<file path="config.mk">
export PLATFORM = sky130hd
export DESIGN_NAME = scancode_set1_to_ascii_decoder
export DESIGN_NICKNAME = d
export VERILOG_FILES = /design/src/rtl/scs1dec_pkg.sv /design/src/rtl/scs1dec_fifo.sv /design/src/rtl/scs1dec_front.sv /design/src/rtl/scs1dec_back.sv /design/src/rtl/scancode_set1_to_ascii_decoder.sv
export VERILOG_INCLUDE_DIRS = /design/src /design/src/rtl
export SDC_FILE = /design/constraint.sdc
export NUM_CORES = 1
export LEC_CHECK = 0
export CORE_ASPECT_RATIO = 0.6
export CORE_MARGIN = 2
export CORE_UTILIZATION = 40
export CTS_CLUSTER_SIZE = 20
export DETAILED_ROUTE_END_ITERATION = 12
export DONT_BUFFER_PORTS = 1
export SYNTH_ARGS = -nofsm -noshare
export SYNTH_HDL_FRONTEND = slang
export SYNTH_SLANG_ARGS = --single-unit
</file>
<file path="constraint.sdc">
create_clock -name clk_i -period 12.95 [get_ports clk_i]
set_clock_uncertainty 0.05 [all_clocks]
set_input_delay 1.295 -clock clk_i [delete_from_list [all_inputs] [get_ports clk_i]]
set_output_delay 1.295 -clock clk_i [all_outputs]
set_load 0.1 [all_outputs]
</file>
<file path="src/rtl/scancode_set1_to_ascii_decoder_assert.svh">
// ----------------------------------------------------------------------------
// Assertion macros for the scancode set 1 decoder
// Concurrent checks in simulation, empty in synthesis.
// ----------------------------------------------------------------------------
`ifndef SCANCODE_SET1_TO_ASCII_DECODER_ASSERT_SVH
`define SCANCODE_SET1_TO_ASCII_DECODER_ASSERT_SVH

`ifndef SYNTHESIS
`define SCS1DEC_ASSERT(lbl, clk, rstn, prop) \
  lbl: assert property (@(posedge clk) disable iff (!rstn) prop) \
    else $error("assertion failed");
`define SCS1DEC_ASSERT_NEVER(lbl, clk, rstn, prop) \
  lbl: assert property (@(posedge clk) disable iff (!rstn) !(prop)) \
    else $error("forbidden condition seen");
`else
`define SCS1DEC_ASSERT(lbl, clk, rstn, prop)
`define SCS1DEC_ASSERT_NEVER(lbl, clk, rstn, prop)
`endif

`endif

</file>
<file path="src/rtl/scs1dec_pkg.sv">
// ----------------------------------------------------------------------------
// scs1dec_pkg
// Types, scancode constants and key tables of the scancode set 1 decoder.
// ----------------------------------------------------------------------------
package scs1dec_pkg;

  localparam int MidDepthDef = 2;
  localparam int OutDepthDef = 2;

  localparam int MapLen = 59;

  localparam logic [1:0] ADDR_PAGE_LINES = 2'd0;

  localparam logic [7:0] SC_PREFIX     = 8'hE0;
  localparam logic [7:0] SC_RELEASE    = 8'h80;
  localparam logic [7:0] SC_LSHIFT     = 8'h2A;
  localparam logic [7:0] SC_RSHIFT     = 8'h36;
  localparam logic [7:0] SC_LSHIFT_REL = 8'hAA;
  localparam logic [7:0] SC_RSHIFT_REL = 8'hB6;
  localparam logic [7:0] SC_CTRL       = 8'h1D;
  localparam logic [7:0] SC_CTRL_REL   = 8'h9D;
  localparam logic [7:0] SC_CAPS       = 8'h3A;
  localparam logic [7:0] SC_PGUP       = 8'h49;
  localparam logic [7:0] SC_PGDN       = 8'h51;
  localparam logic [7:0] SC_HOME       = 8'h47;
  localparam logic [7:0] SC_END        = 8'h4F;
  localparam logic [7:0] SC_UP         = 8'h48;
  localparam logic [7:0] SC_DOWN       = 8'h50;
  localparam logic [7:0] SC_LEFT       = 8'h4B;
  localparam logic [7:0] SC_RIGHT      = 8'h4D;
  localparam logic [6:0] SC_F11        = 7'h57;
  localparam logic [6:0] SC_F12        = 7'h58;

  localparam logic [7:0] CH_ARROW_BASE = 8'h80;
  localparam logic [7:0] CH_F11        = 8'h84;
  localparam logic [7:0] CH_F12        = 8'h85;
  localparam logic [7:0] CH_LOWER_A    = 8'h61;
  localparam logic [7:0] CH_LOWER_Z    = 8'h7A;

  localparam logic [1:0] SCROLL_NONE   = 2'd0;
  localparam logic [1:0] SCROLL_UP     = 2'd1;
  localparam logic [1:0] SCROLL_DOWN   = 2'd2;
  localparam logic [1:0] SCROLL_BOTTOM = 2'd3;

  localparam logic [13:0] HOME_LINES   = 14'd9999;
  localparam logic [7:0]  PAGE_LINES_RST = 8'd12;

  localparam logic [7:0] PLAIN_MAP [MapLen] = '{
    8'h00, 8'h1B, 8'h31, 8'h32, 8'h33, 8'h34, 8'h35, 8'h36, 8'h37, 8'h38,
    8'h39, 8'h30, 8'h2D, 8'h3D, 8'h08, 8'h09, 8'h71, 8'h77, 8'h65, 8'h72,
    8'h74, 8'h79, 8'h75, 8'h69, 8'h6F, 8'h70, 8'h5B, 8'h5D, 8'h0A, 8'h00,
    8'h61, 8'h73, 8'h64, 8'h66, 8'h67, 8'h68, 8'h6A, 8'h6B, 8'h6C, 8'h3B,
    8'h27, 8'h60, 8'h00, 8'h5C, 8'h7A, 8'h78, 8'h63, 8'h76, 8'h62, 8'h6E,
    8'h6D, 8'h2C, 8'h2E, 8'h2F, 8'h00, 8'h2A, 8'h00, 8'h20, 8'h00
  };

  localparam logic [7:0] SHIFTED_MAP [MapLen] = '{
    8'h00, 8'h1B, 8'h21, 8'h40, 8'h23, 8'h24, 8'h25, 8'h5E, 8'h26, 8'h2A,
    8'h28, 8'h29, 8'h5F, 8'h2B, 8'h08, 8'h09, 8'h51, 8'h57, 8'h45, 8'h52,
    8'h54, 8'h59, 8'h55, 8'h49, 8'h4F, 8'h50, 8'h7B, 8'h7D, 8'h0A, 8'h00,
    8'h41, 8'h53, 8'h44, 8'h46, 8'h47, 8'h48, 8'h4A, 8'h4B, 8'h4C, 8'h3A,
    8'h22, 8'h7E, 8'h00, 8'h7C, 8'h5A, 8'h58, 8'h43, 8'h56, 8'h42, 8'h4E,
    8'h4D, 8'h3C, 8'h3E, 8'h3F, 8'h00, 8'h2A, 8'h00, 8'h20, 8'h00
  };

  typedef enum logic [2:0] {
    KIND_PAGE_UP,
    KIND_PAGE_DOWN,
    KIND_HOME,
    KIND_END,
    KIND_ARROW,
    KIND_FKEY,
    KIND_KEY
  } cmd_kind_e;

  typedef struct packed {
    cmd_kind_e  kind;
    logic       pressed;
    logic [6:0] code;
    logic       shift;
    logic       letter_shift;
  } cmd_t;

  typedef struct packed {
    logic        has_char;
    logic [7:0]  char_code;
    logic        has_event;
    logic        event_pressed;
    logic [7:0]  event_code;
    logic [1:0]  scroll_op;
    logic [13:0] scroll_lines;
  } result_t;

endpackage

</file>
<file path="src/rtl/scs1dec_fifo.sv">
// ----------------------------------------------------------------------------
// scs1dec_fifo
// Small flop-based queue with registered storage and occupancy count.
// ----------------------------------------------------------------------------
`include "scancode_set1_to_ascii_decoder_assert.svh"

module scs1dec_fifo #(
  parameter int Width = 1,
  parameter int Depth = 2
) (
  input  logic             clk_i,
  input  logic             rst_ni,
  input  logic             push_i,
  input  logic [Width-1:0] wdata_i,
  output logic             full_o,
  input  logic             pop_i,
  output logic [Width-1:0] rdata_o,
  output logic             empty_o
);

  localparam int PtrW = (Depth > 1) ? $clog2(Depth) : 1;
  localparam int CntW = $clog2(Depth + 1);

  logic [Width-1:0] mem_q [Depth];
  logic [PtrW-1:0]  wr_ptr_q, wr_ptr_d;
  logic [PtrW-1:0]  rd_ptr_q, rd_ptr_d;
  logic [CntW-1:0]  count_q, count_d;
  logic             push_acc;
  logic             pop_acc;

  assign full_o   = (count_q == CntW'(Depth));
  assign empty_o  = (count_q == '0);
  assign push_acc = push_i && !full_o;
  assign pop_acc  = pop_i && !empty_o;
  assign rdata_o  = mem_q[rd_ptr_q];

  always_comb begin
    wr_ptr_d = wr_ptr_q;
    rd_ptr_d = rd_ptr_q;
    count_d  = count_q;
    if (push_acc) begin
      wr_ptr_d = (wr_ptr_q == PtrW'(Depth - 1)) ? '0 : wr_ptr_q + PtrW'(1);
    end
    if (pop_acc) begin
      rd_ptr_d = (rd_ptr_q == PtrW'(Depth - 1)) ? '0 : rd_ptr_q + PtrW'(1);
    end
    if (push_acc && !pop_acc) begin
      count_d = count_q + CntW'(1);
    end else if (pop_acc && !push_acc) begin
      count_d = count_q - CntW'(1);
    end
  end

  always_ff @(posedge clk_i or negedge rst_ni) begin
    if (!rst_ni) begin
      wr_ptr_q <= '0;
      rd_ptr_q <= '0;
      count_q  <= '0;
    end else begin
      wr_ptr_q <= wr_ptr_d;
      rd_ptr_q <= rd_ptr_d;
      count_q  <= count_d;
    end
  end

  always_ff @(posedge clk_i) begin
    if (push_acc) begin
      mem_q[wr_ptr_q] <= wdata_i;
    end
  end

  `SCS1DEC_ASSERT_NEVER(a_count_bound, clk_i, rst_ni, count_q > CntW'(Depth))
  `SCS1DEC_ASSERT(a_push_grows, clk_i, rst_ni,
    (push_acc && !pop_acc) |=> (count_q == $past(count_q) + CntW'(1)))
  `SCS1DEC_ASSERT(a_pop_shrinks, clk_i, rst_ni,
    (pop_acc && !push_acc) |=> (count_q == $past(count_q) - CntW'(1)))
  `SCS1DEC_ASSERT(a_head_holds, clk_i, rst_ni,
    (!empty_o && !pop_i) |=> $stable(rdata_o))

endmodule

</file>
<file path="src/rtl/scs1dec_front.sv">
// ----------------------------------------------------------------------------
// scs1dec_front
// Tracks shift, caps lock and extended prefix; classifies each scancode
// into a command for the back end, or drops it when it yields nothing.
// ----------------------------------------------------------------------------
module scs1dec_front (
  input  logic                clk_i,
  input  logic                rst_ni,
  input  logic                valid_i,
  input  logic [7:0]          scancode_i,
  output logic                cmd_valid_o,
  output scs1dec_pkg::cmd_t   cmd_o
);

  logic shift_q, shift_d;
  logic caps_q, caps_d;
  logic prefix_q, prefix_d;

  always_comb begin
    shift_d      = shift_q;
    caps_d       = caps_q;
    prefix_d     = prefix_q;
    cmd_valid_o  = 1'b0;
    cmd_o.kind         = scs1dec_pkg::KIND_KEY;
    cmd_o.pressed      = ~scancode_i[7];
    cmd_o.code         = scancode_i[6:0];
    cmd_o.shift        = shift_q;
    cmd_o.letter_shift = shift_q ^ caps_q;
    if (valid_i) begin
      if (scancode_i == scs1dec_pkg::SC_PREFIX) begin
        prefix_d = 1'b1;
      end else if (prefix_q) begin
        prefix_d = 1'b0;
        if ((scancode_i & scs1dec_pkg::SC_RELEASE) == 8'h00) begin
          cmd_valid_o = 1'b1;
          case (scancode_i)
            scs1dec_pkg::SC_PGUP:  cmd_o.kind = scs1dec_pkg::KIND_PAGE_UP;
            scs1dec_pkg::SC_PGDN:  cmd_o.kind = scs1dec_pkg::KIND_PAGE_DOWN;
            scs1dec_pkg::SC_HOME:  cmd_o.kind = scs1dec_pkg::KIND_HOME;
            scs1dec_pkg::SC_END:   cmd_o.kind = scs1dec_pkg::KIND_END;
            scs1dec_pkg::SC_UP: begin
              cmd_o.kind = scs1dec_pkg::KIND_ARROW;
              cmd_o.code = 7'd0;
            end
            scs1dec_pkg::SC_DOWN: begin
              cmd_o.kind = scs1dec_pkg::KIND_ARROW;
              cmd_o.code = 7'd1;
            end
            scs1dec_pkg::SC_LEFT: begin
              cmd_o.kind = scs1dec_pkg::KIND_ARROW;
              cmd_o.code = 7'd2;
            end
            scs1dec_pkg::SC_RIGHT: begin
              cmd_o.kind = scs1dec_pkg::KIND_ARROW;
              cmd_o.code = 7'd3;
            end
            default: cmd_valid_o = 1'b0;
          endcase
        end
      end else begin
        case (scancode_i)
          scs1dec_pkg::SC_LSHIFT,
          scs1dec_pkg::SC_RSHIFT:     shift_d = 1'b1;
          scs1dec_pkg::SC_LSHIFT_REL,
          scs1dec_pkg::SC_RSHIFT_REL: shift_d = 1'b0;
          scs1dec_pkg::SC_CTRL,
          scs1dec_pkg::SC_CTRL_REL:   cmd_valid_o = 1'b0;
          scs1dec_pkg::SC_CAPS:       caps_d = ~caps_q;
          default: begin
            if (scancode_i[6:0] == scs1dec_pkg::SC_F11 ||
                scancode_i[6:0] == scs1dec_pkg::SC_F12) begin
              cmd_o.kind  = scs1dec_pkg::KIND_FKEY;
              cmd_valid_o = 1'b1;
            end else if (scancode_i[6:0] < 7'(scs1dec_pkg::MapLen)) begin
              cmd_valid_o = 1'b1;
            end
          end
        endcase
      end
    end
  end

  always_ff @(posedge clk_i or negedge rst_ni) begin
    if (!rst_ni) begin
      shift_q  <= 1'b0;
      caps_q   <= 1'b0;
      prefix_q <= 1'b0;
    end else begin
      shift_q  <= shift_d;
      caps_q   <= caps_d;
      prefix_q <= prefix_d;
    end
  end

endmodule

</file>
<file path="src/rtl/scs1dec_back.sv">
// ----------------------------------------------------------------------------
// scs1dec_back
// Turns a queued command into a result: key table lookup, event and
// scroll formatting. Drops keys that map to no character.
// ----------------------------------------------------------------------------
module scs1dec_back (
  input  logic                   cmd_valid_i,
  input  scs1dec_pkg::cmd_t      cmd_i,
  output logic                   cmd_pop_o,
  input  logic [7:0]             page_lines_i,
  input  logic                   res_full_i,
  output logic                   res_push_o,
  output scs1dec_pkg::result_t   res_o
);

  logic [5:0] idx;
  logic [7:0] plain_ch;
  logic [7:0] ch;
  logic       is_letter;
  logic       keep;

  assign idx       = cmd_i.code[5:0];
  assign plain_ch  = scs1dec_pkg::PLAIN_MAP[idx];
  assign is_letter = (plain_ch >= scs1dec_pkg::CH_LOWER_A) &&
                     (plain_ch <= scs1dec_pkg::CH_LOWER_Z);

  always_comb begin
    keep  = 1'b1;
    ch    = 8'h00;
    res_o = '0;
    case (cmd_i.kind)
      scs1dec_pkg::KIND_PAGE_UP: begin
        res_o.scroll_op    = scs1dec_pkg::SCROLL_UP;
        res_o.scroll_lines = {6'd0, page_lines_i};
      end
      scs1dec_pkg::KIND_PAGE_DOWN: begin
        res_o.scroll_op    = scs1dec_pkg::SCROLL_DOWN;
        res_o.scroll_lines = {6'd0, page_lines_i};
      end
      scs1dec_pkg::KIND_HOME: begin
        res_o.scroll_op    = scs1dec_pkg::SCROLL_UP;
        res_o.scroll_lines = scs1dec_pkg::HOME_LINES;
      end
      scs1dec_pkg::KIND_END: begin
        res_o.scroll_op = scs1dec_pkg::SCROLL_BOTTOM;
      end
      default: begin
        if (cmd_i.kind == scs1dec_pkg::KIND_ARROW) begin
          ch = scs1dec_pkg::CH_ARROW_BASE | {6'd0, cmd_i.code[1:0]};
        end else if (cmd_i.kind == scs1dec_pkg::KIND_FKEY) begin
          ch = (cmd_i.code == scs1dec_pkg::SC_F12) ? scs1dec_pkg::CH_F12
                                                   : scs1dec_pkg::CH_F11;
        end else if (is_letter ? cmd_i.letter_shift : cmd_i.shift) begin
          ch = scs1dec_pkg::SHIFTED_MAP[idx];
        end else begin
          ch = plain_ch;
        end
        keep                = (ch != 8'h00);
        res_o.has_event     = 1'b1;
        res_o.event_pressed = cmd_i.pressed;
        res_o.event_code    = ch;
        if (cmd_i.pressed) begin
          res_o.has_char  = 1'b1;
          res_o.char_code = ch;
          res_o.scroll_op = scs1dec_pkg::SCROLL_BOTTOM;
        end
      end
    endcase
  end

  assign cmd_pop_o  = cmd_valid_i && !res_full_i;
  assign res_push_o = cmd_pop_o && keep;

endmodule

</file>
<file path="src/rtl/scancode_set1_to_ascii_decoder.sv">
// ----------------------------------------------------------------------------
// scancode_set1_to_ascii_decoder
// Scancode set 1 to ASCII decoder with page-scroll configuration register.
//
//   port group          direction  handshake
//   scancode_i          in         push / full
//   result fields       out        empty / pop
//   page_scroll_lines   cfg        APB write at paddr 0
//
// One scancode is taken per cycle while full is low; its result reaches
// the result ports through both queues (front classifier into the command
// queue, back end into the result queue) and can then be popped.
// Reset clears shift, caps and prefix flags, empties both queues and loads
// 12 into page_scroll_lines. full rises only when the command queue backs
// up behind a stalled result queue.
// ----------------------------------------------------------------------------
module scancode_set1_to_ascii_decoder #(
  parameter int MidDepth = scs1dec_pkg::MidDepthDef,
  parameter int OutDepth = scs1dec_pkg::OutDepthDef
) (
  input  logic        clk_i,
  input  logic        rst_ni,
  input  logic        push,
  output logic        full,
  input  logic [7:0]  scancode_i,
  output logic        empty,
  input  logic        pop,
  output logic        has_char_o,
  output logic [7:0]  char_code_o,
  output logic        has_event_o,
  output logic        event_pressed_o,
  output logic [7:0]  event_code_o,
  output logic [1:0]  scroll_op_o,
  output logic [13:0] scroll_lines_o,
  input  logic        psel,
  input  logic        penable,
  input  logic        pwrite,
  input  logic [1:0]  paddr,
  input  logic [31:0] pwdata,
  output logic [31:0] prdata,
  output logic        pready
);

  localparam int CmdW = $bits(scs1dec_pkg::cmd_t);
  localparam int ResW = $bits(scs1dec_pkg::result_t);

  logic                 page_wr;
  logic [7:0]           page_lines_q;
  logic                 front_valid;
  scs1dec_pkg::cmd_t    front_cmd;
  logic                 mid_full;
  logic                 mid_empty;
  logic [CmdW-1:0]      mid_rdata;
  scs1dec_pkg::cmd_t    mid_cmd;
  logic                 mid_pop;
  logic                 res_full;
  logic                 res_push;
  scs1dec_pkg::result_t res;
  logic [ResW-1:0]      out_rdata;
  scs1dec_pkg::result_t out_res;

  assign full    = mid_full;
  assign pready  = 1'b1;
  assign prdata  = (paddr == scs1dec_pkg::ADDR_PAGE_LINES) ? {24'd0, page_lines_q} : 32'd0;
  assign page_wr = psel && penable && pwrite && pready &&
                   (paddr == scs1dec_pkg::ADDR_PAGE_LINES);

  always_ff @(posedge clk_i or negedge rst_ni) begin
    if (!rst_ni) begin
      page_lines_q <= scs1dec_pkg::PAGE_LINES_RST;
    end else if (page_wr) begin
      page_lines_q <= pwdata[7:0];
    end
  end

  scs1dec_front u_front (
    .clk_i       (clk_i),
    .rst_ni      (rst_ni),
    .valid_i     (push && !mid_full),
    .scancode_i  (scancode_i),
    .cmd_valid_o (front_valid),
    .cmd_o       (front_cmd)
  );

  scs1dec_fifo #(
    .Width (CmdW),
    .Depth (MidDepth)
  ) u_mid_fifo (
    .clk_i   (clk_i),
    .rst_ni  (rst_ni),
    .push_i  (front_valid),
    .wdata_i (front_cmd),
    .full_o  (mid_full),
    .pop_i   (mid_pop),
    .rdata_o (mid_rdata),
    .empty_o (mid_empty)
  );

  assign mid_cmd = scs1dec_pkg::cmd_t'(mid_rdata);

  scs1dec_back u_back (
    .cmd_valid_i  (!mid_empty),
    .cmd_i        (mid_cmd),
    .cmd_pop_o    (mid_pop),
    .page_lines_i (page_lines_q),
    .res_full_i   (res_full),
    .res_push_o   (res_push),
    .res_o        (res)
  );

  scs1dec_fifo #(
    .Width (ResW),
    .Depth (OutDepth)
  ) u_out_fifo (
    .clk_i   (clk_i),
    .rst_ni  (rst_ni),
    .push_i  (res_push),
    .wdata_i (res),
    .full_o  (res_full),
    .pop_i   (pop),
    .rdata_o (out_rdata),
    .empty_o (empty)
  );

  assign out_res         = scs1dec_pkg::result_t'(out_rdata);
  assign has_char_o      = out_res.has_char;
  assign char_code_o     = out_res.char_code;
  assign has_event_o     = out_res.has_event;
  assign event_pressed_o = out_res.event_pressed;
  assign event_code_o    = out_res.event_code;
  assign scroll_op_o     = out_res.scroll_op;
  assign scroll_lines_o  = out_res.scroll_lines;

endmodule

</file>
==> key figures <==
GRT
  – Largest net degree at the start of global routing: 38
  – Initial antenna violation count: 0
  – Total grt overflow: 0
  – Met2 usage: around 24%
  – Global Route Usage Sum: roughly 18%
  – First-pass GRT wire length: 23,800 um
  – Met1 usage: 27.1%
  – Global routing usage on met3: 4.53%
  – Vias in the first global route: 4,322
  – Gr busiest metal: met1

Detailed routing
  – Final wirelength: about 15,000 um
  – Vias after detailed routing: about 4,700
  – Routed vias/inst: slightly below 6
  – Routed wire length per instance: 19.1 um
  – Drt first-iter violations: 502
  – First-pass DRT Iterations: 6
  – Remaining DRCs: 0
  – Post-route ant nets: 0

Die
  – Core area: ~0.016 mm2
  – Die ar.: roughly 0.017 mm2
  – Die X: about 170 um
  – Height of the die: around 100 um
  – FP Rows: 36
  – Initial Util: 40.5%
  – Ports: about 120

Worst setup path
  – CP cell instances: buf_4, mux2i_4, inv_2, ha_1, a211oi_1, a21oi_1, a221o_1, a211oi_1, a41oi_1, a221o_1, mux2i_2, mux2i_1, nor4_1, nor2_1, ha_1, nor2_1, xnor2_1
  – Crit path kind: reg -> reg
  – Crit start category: flip-flop
  – WP data arrival: ~6.3 ns
  – Critical Path End Type: flip-flop
  – Crit-path max cell delay: ~0.95 ns
  – Worst Path Buf+Inv: 2
  – Crit path max-delay family: compound AO/OA/AOI/OAI gates
  – Critical path fanouts, max: 37
  – Crit-path slowest cell: nor4_1
  – CP Data Required Time: between 10 and 15 ns

Clock tree
  – Latest clock arrival within the worst-skew pair: between 0.3 and 0.4 ns
  – Clock Tree Buf Depth: 2
  – TritonCTS clock tree: done
  – Post-CTS setup buffer count: 0
  – Cts hold-fix bufs: 0
  – Clk sinks: between 100 and 150
  – Clk pin slew, worst setup/hold paths: about 0.09 ns
  – CTS Buf Count: 9
  – Clock root buffer: clkbuf_16
  – H-tree levels: 3
  – Post-CTS resize count: 0

Cells and area
  – # diodes: 0
  – Layout cell share with drive strength beyond 1: about 17%
  – Fill cell count: 1,465
  – Area Overhead vs Synth: 5.24%
  – Post-layout nets: ~640

Timing
  – Max-slew headroom at the worst pin: a little under a quarter
  – Total negative setup slack: 0 ns
  – Final Max Tran Viols: 0
  – Final setup fails: 0
  – RSZ-0062 raised after global routing: false
  – Fmax: around 160 MHz
  – Worst slew pin tran: around 1.1 ns
  – Final period utilization: between 40 and 50%
  – Crit path time final: ~6.1 ns
  – Final Hold Vio Count: 0

Hold path
  – Worst min-delay path category: reg -> reg

Synth
  – Most frequent cells after synthesis: edfxtp_1 (84), mux2_2 (48), nor2_1 (47)
  – Post-synth ARST share: a little under a fifth
  – Avg Inst Size Synth: roughly 11 um2
  – Most common cell in the netlist: edfxtp_1
  – Cell taking the most area after synthesis: edfxtp_1
  – Yosys reg bits: between 100 and 150
  – Unique masters post-synth: between 70 and 80
  – Synth area leaders: edfxtp_1 (39%), mux2_2 (8.3%), dfrtp_1 (6.6%)
  – Synth Flop Type: edfxtp_1
  – Register area share after synthesis: between 40% and 50%
  – Post-Syn Area: about 0.0065 mm2
  – Syn Inst Count: between 500 and 600
  – Number of synthesized flops with an enable pin: 84
  – Synth Warn #: 0
  – Post-synth top area share: 38.9%

Placement
  – Port Buffers: 0
  – Dpl hpwl: between 10,000 and 15,000 um
  – Routability congestion estimate: between 0.9 and 1

Flow run
  – Max-Cap Viols: 0

Status
  – Outcome: finished, final reports clean
==> cells by family (layout without fill, tap and decap cells) <==
kind of cell | Yosys count | in the layout | share of synthesized area, %
compound gates | 134 | 134 | 14.5
xor+xnor | 16 | 16 | 2.16
fa+ha+maj | 14 | 14 | 2.70
buf+inv | 79 | 37 | 7.09
flops | 103 | 103 | 46.2
mux | 76 | 76 | 13.7
other cells | 2 | 27 | 0.116
simple gates | 173 | 173 | 13.4
==> placed cells by master (no fill, tap or decap), types with 4 or more instances in the layout <==
cell type,Yosys,routed
nor3_1,13,12
buf_4,35,7
and3_1,8,8
nand2_1,33,33
clkbuf_16,0,9
o31ai_1,5,5
nor2b_1,6,6
a21boi_0,5,5
nor2_1,47,45
xor2_1,7,7
a211oi_1,13,13
dfrtp_1,17,17
o21ai_0,19,19
mux2_2,48,47
a21o_1,8,8
conb_1,2,27
nand4_1,6,6
a21oi_1,31,31
mux2i_2,4,4
and2_1,17,17
ha_1,14,14
edfxtp_1,84,84
mux2i_1,18,18
inv_1,10,10
xnor2_1,9,9
o211ai_1,11,11
nand2b_1,7,7
nand3_1,16,16
o22ai_1,4,4
==> area by class of cell <==
class                      instances  area (um2)  area share (%)
multi-input combinational        440        3140            46.0
sequential                       103        3000            43.9
tap                              209         262            3.83
clock buffer                       9         225            3.30
clock inverter                     7        96.3            1.41
timing repair buffer               7        52.6           0.769
inverter                          14        52.6           0.769
==> metal layers <==
layer / vias to the layer above / wire (um)
li1: 2147 / -
met4: 0 / 169
met3: 21 / 1160
met2: 201 / 6120
met1: 2315 / 7590
met5: - / 0
==> worst reg2reg max path, delay by kind of cell (launching register included) <==
| family | cells | cell delay [ns] |
|---|---|---|
| AOI/OAI and AO/OA | 6 | 1.58 |
| adders and majority gates | 2 | 0.72 |
| muxes | 3 | 1.22 |
| DFF | 1 | 0.38 |
| buffers and inverters | 2 | 0.74 |
| xor gates and xnor gates | 1 | 0.14 |
| and+or+nand+nor | 3 | 1.21 |
==> final timing paths <==
path	from	endpoint	slack, ns	cells after the start
max	u_mid_fifo.rd_ptr_q	u_out_fifo.count_q[1]	6.86	17
min	u_front.caps_q	u_front.caps_q	0.44	1
max reg2reg	u_mid_fifo.rd_ptr_q	u_out_fifo.count_q[1]	6.86	17
min reg2reg	u_front.caps_q	u_front.caps_q	0.44	1
max in group asynchronous	rst_ni	page_lines_q[3]	12.10	0
min in group asynchronous	rst_ni	u_mid_fifo.count_q[1]	0.57	0
==> state kept, by name (all words and copies together), names as in the netlist <==
register,cells
u_mid_fifo.mem_q,26
u_out_fifo.rd_ptr_q,1
u_out_fifo.mem_q,58
u_mid_fifo.wr_ptr_q,1
u_mid_fifo.rd_ptr_q,1
u_front.prefix_q,1
u_out_fifo.wr_ptr_q,1
u_front.shift_q,1
u_out_fifo.count_q,2
u_mid_fifo.count_q,2
page_lines_q,8
u_front.caps_q,1
==> stage by stage <==
stage / instance area, um2 / setup slack, ns / utilization, % / hold WS (ns) / std cells
global route: 6830 / 6.56 / 42.6 / 0.460 / 789
detailed placement: 6510 / 7.01 / 40.6 / 0.434 / 773
finish: 6830 / 6.86 / 42.6 / 0.441 / 789
CTS: 6830 / 6.97 / 42.6 / 0.445 / 789
global placement: 6510 / 7.24 / 40.6 / 0.420 / 773
floorplan: 6590 / 6.87 / - / 0.411 / 622
Power is left out: the tool's default activity adds up to more than one toggle a clock period on the data nets, which glitch-free logic cannot reach.
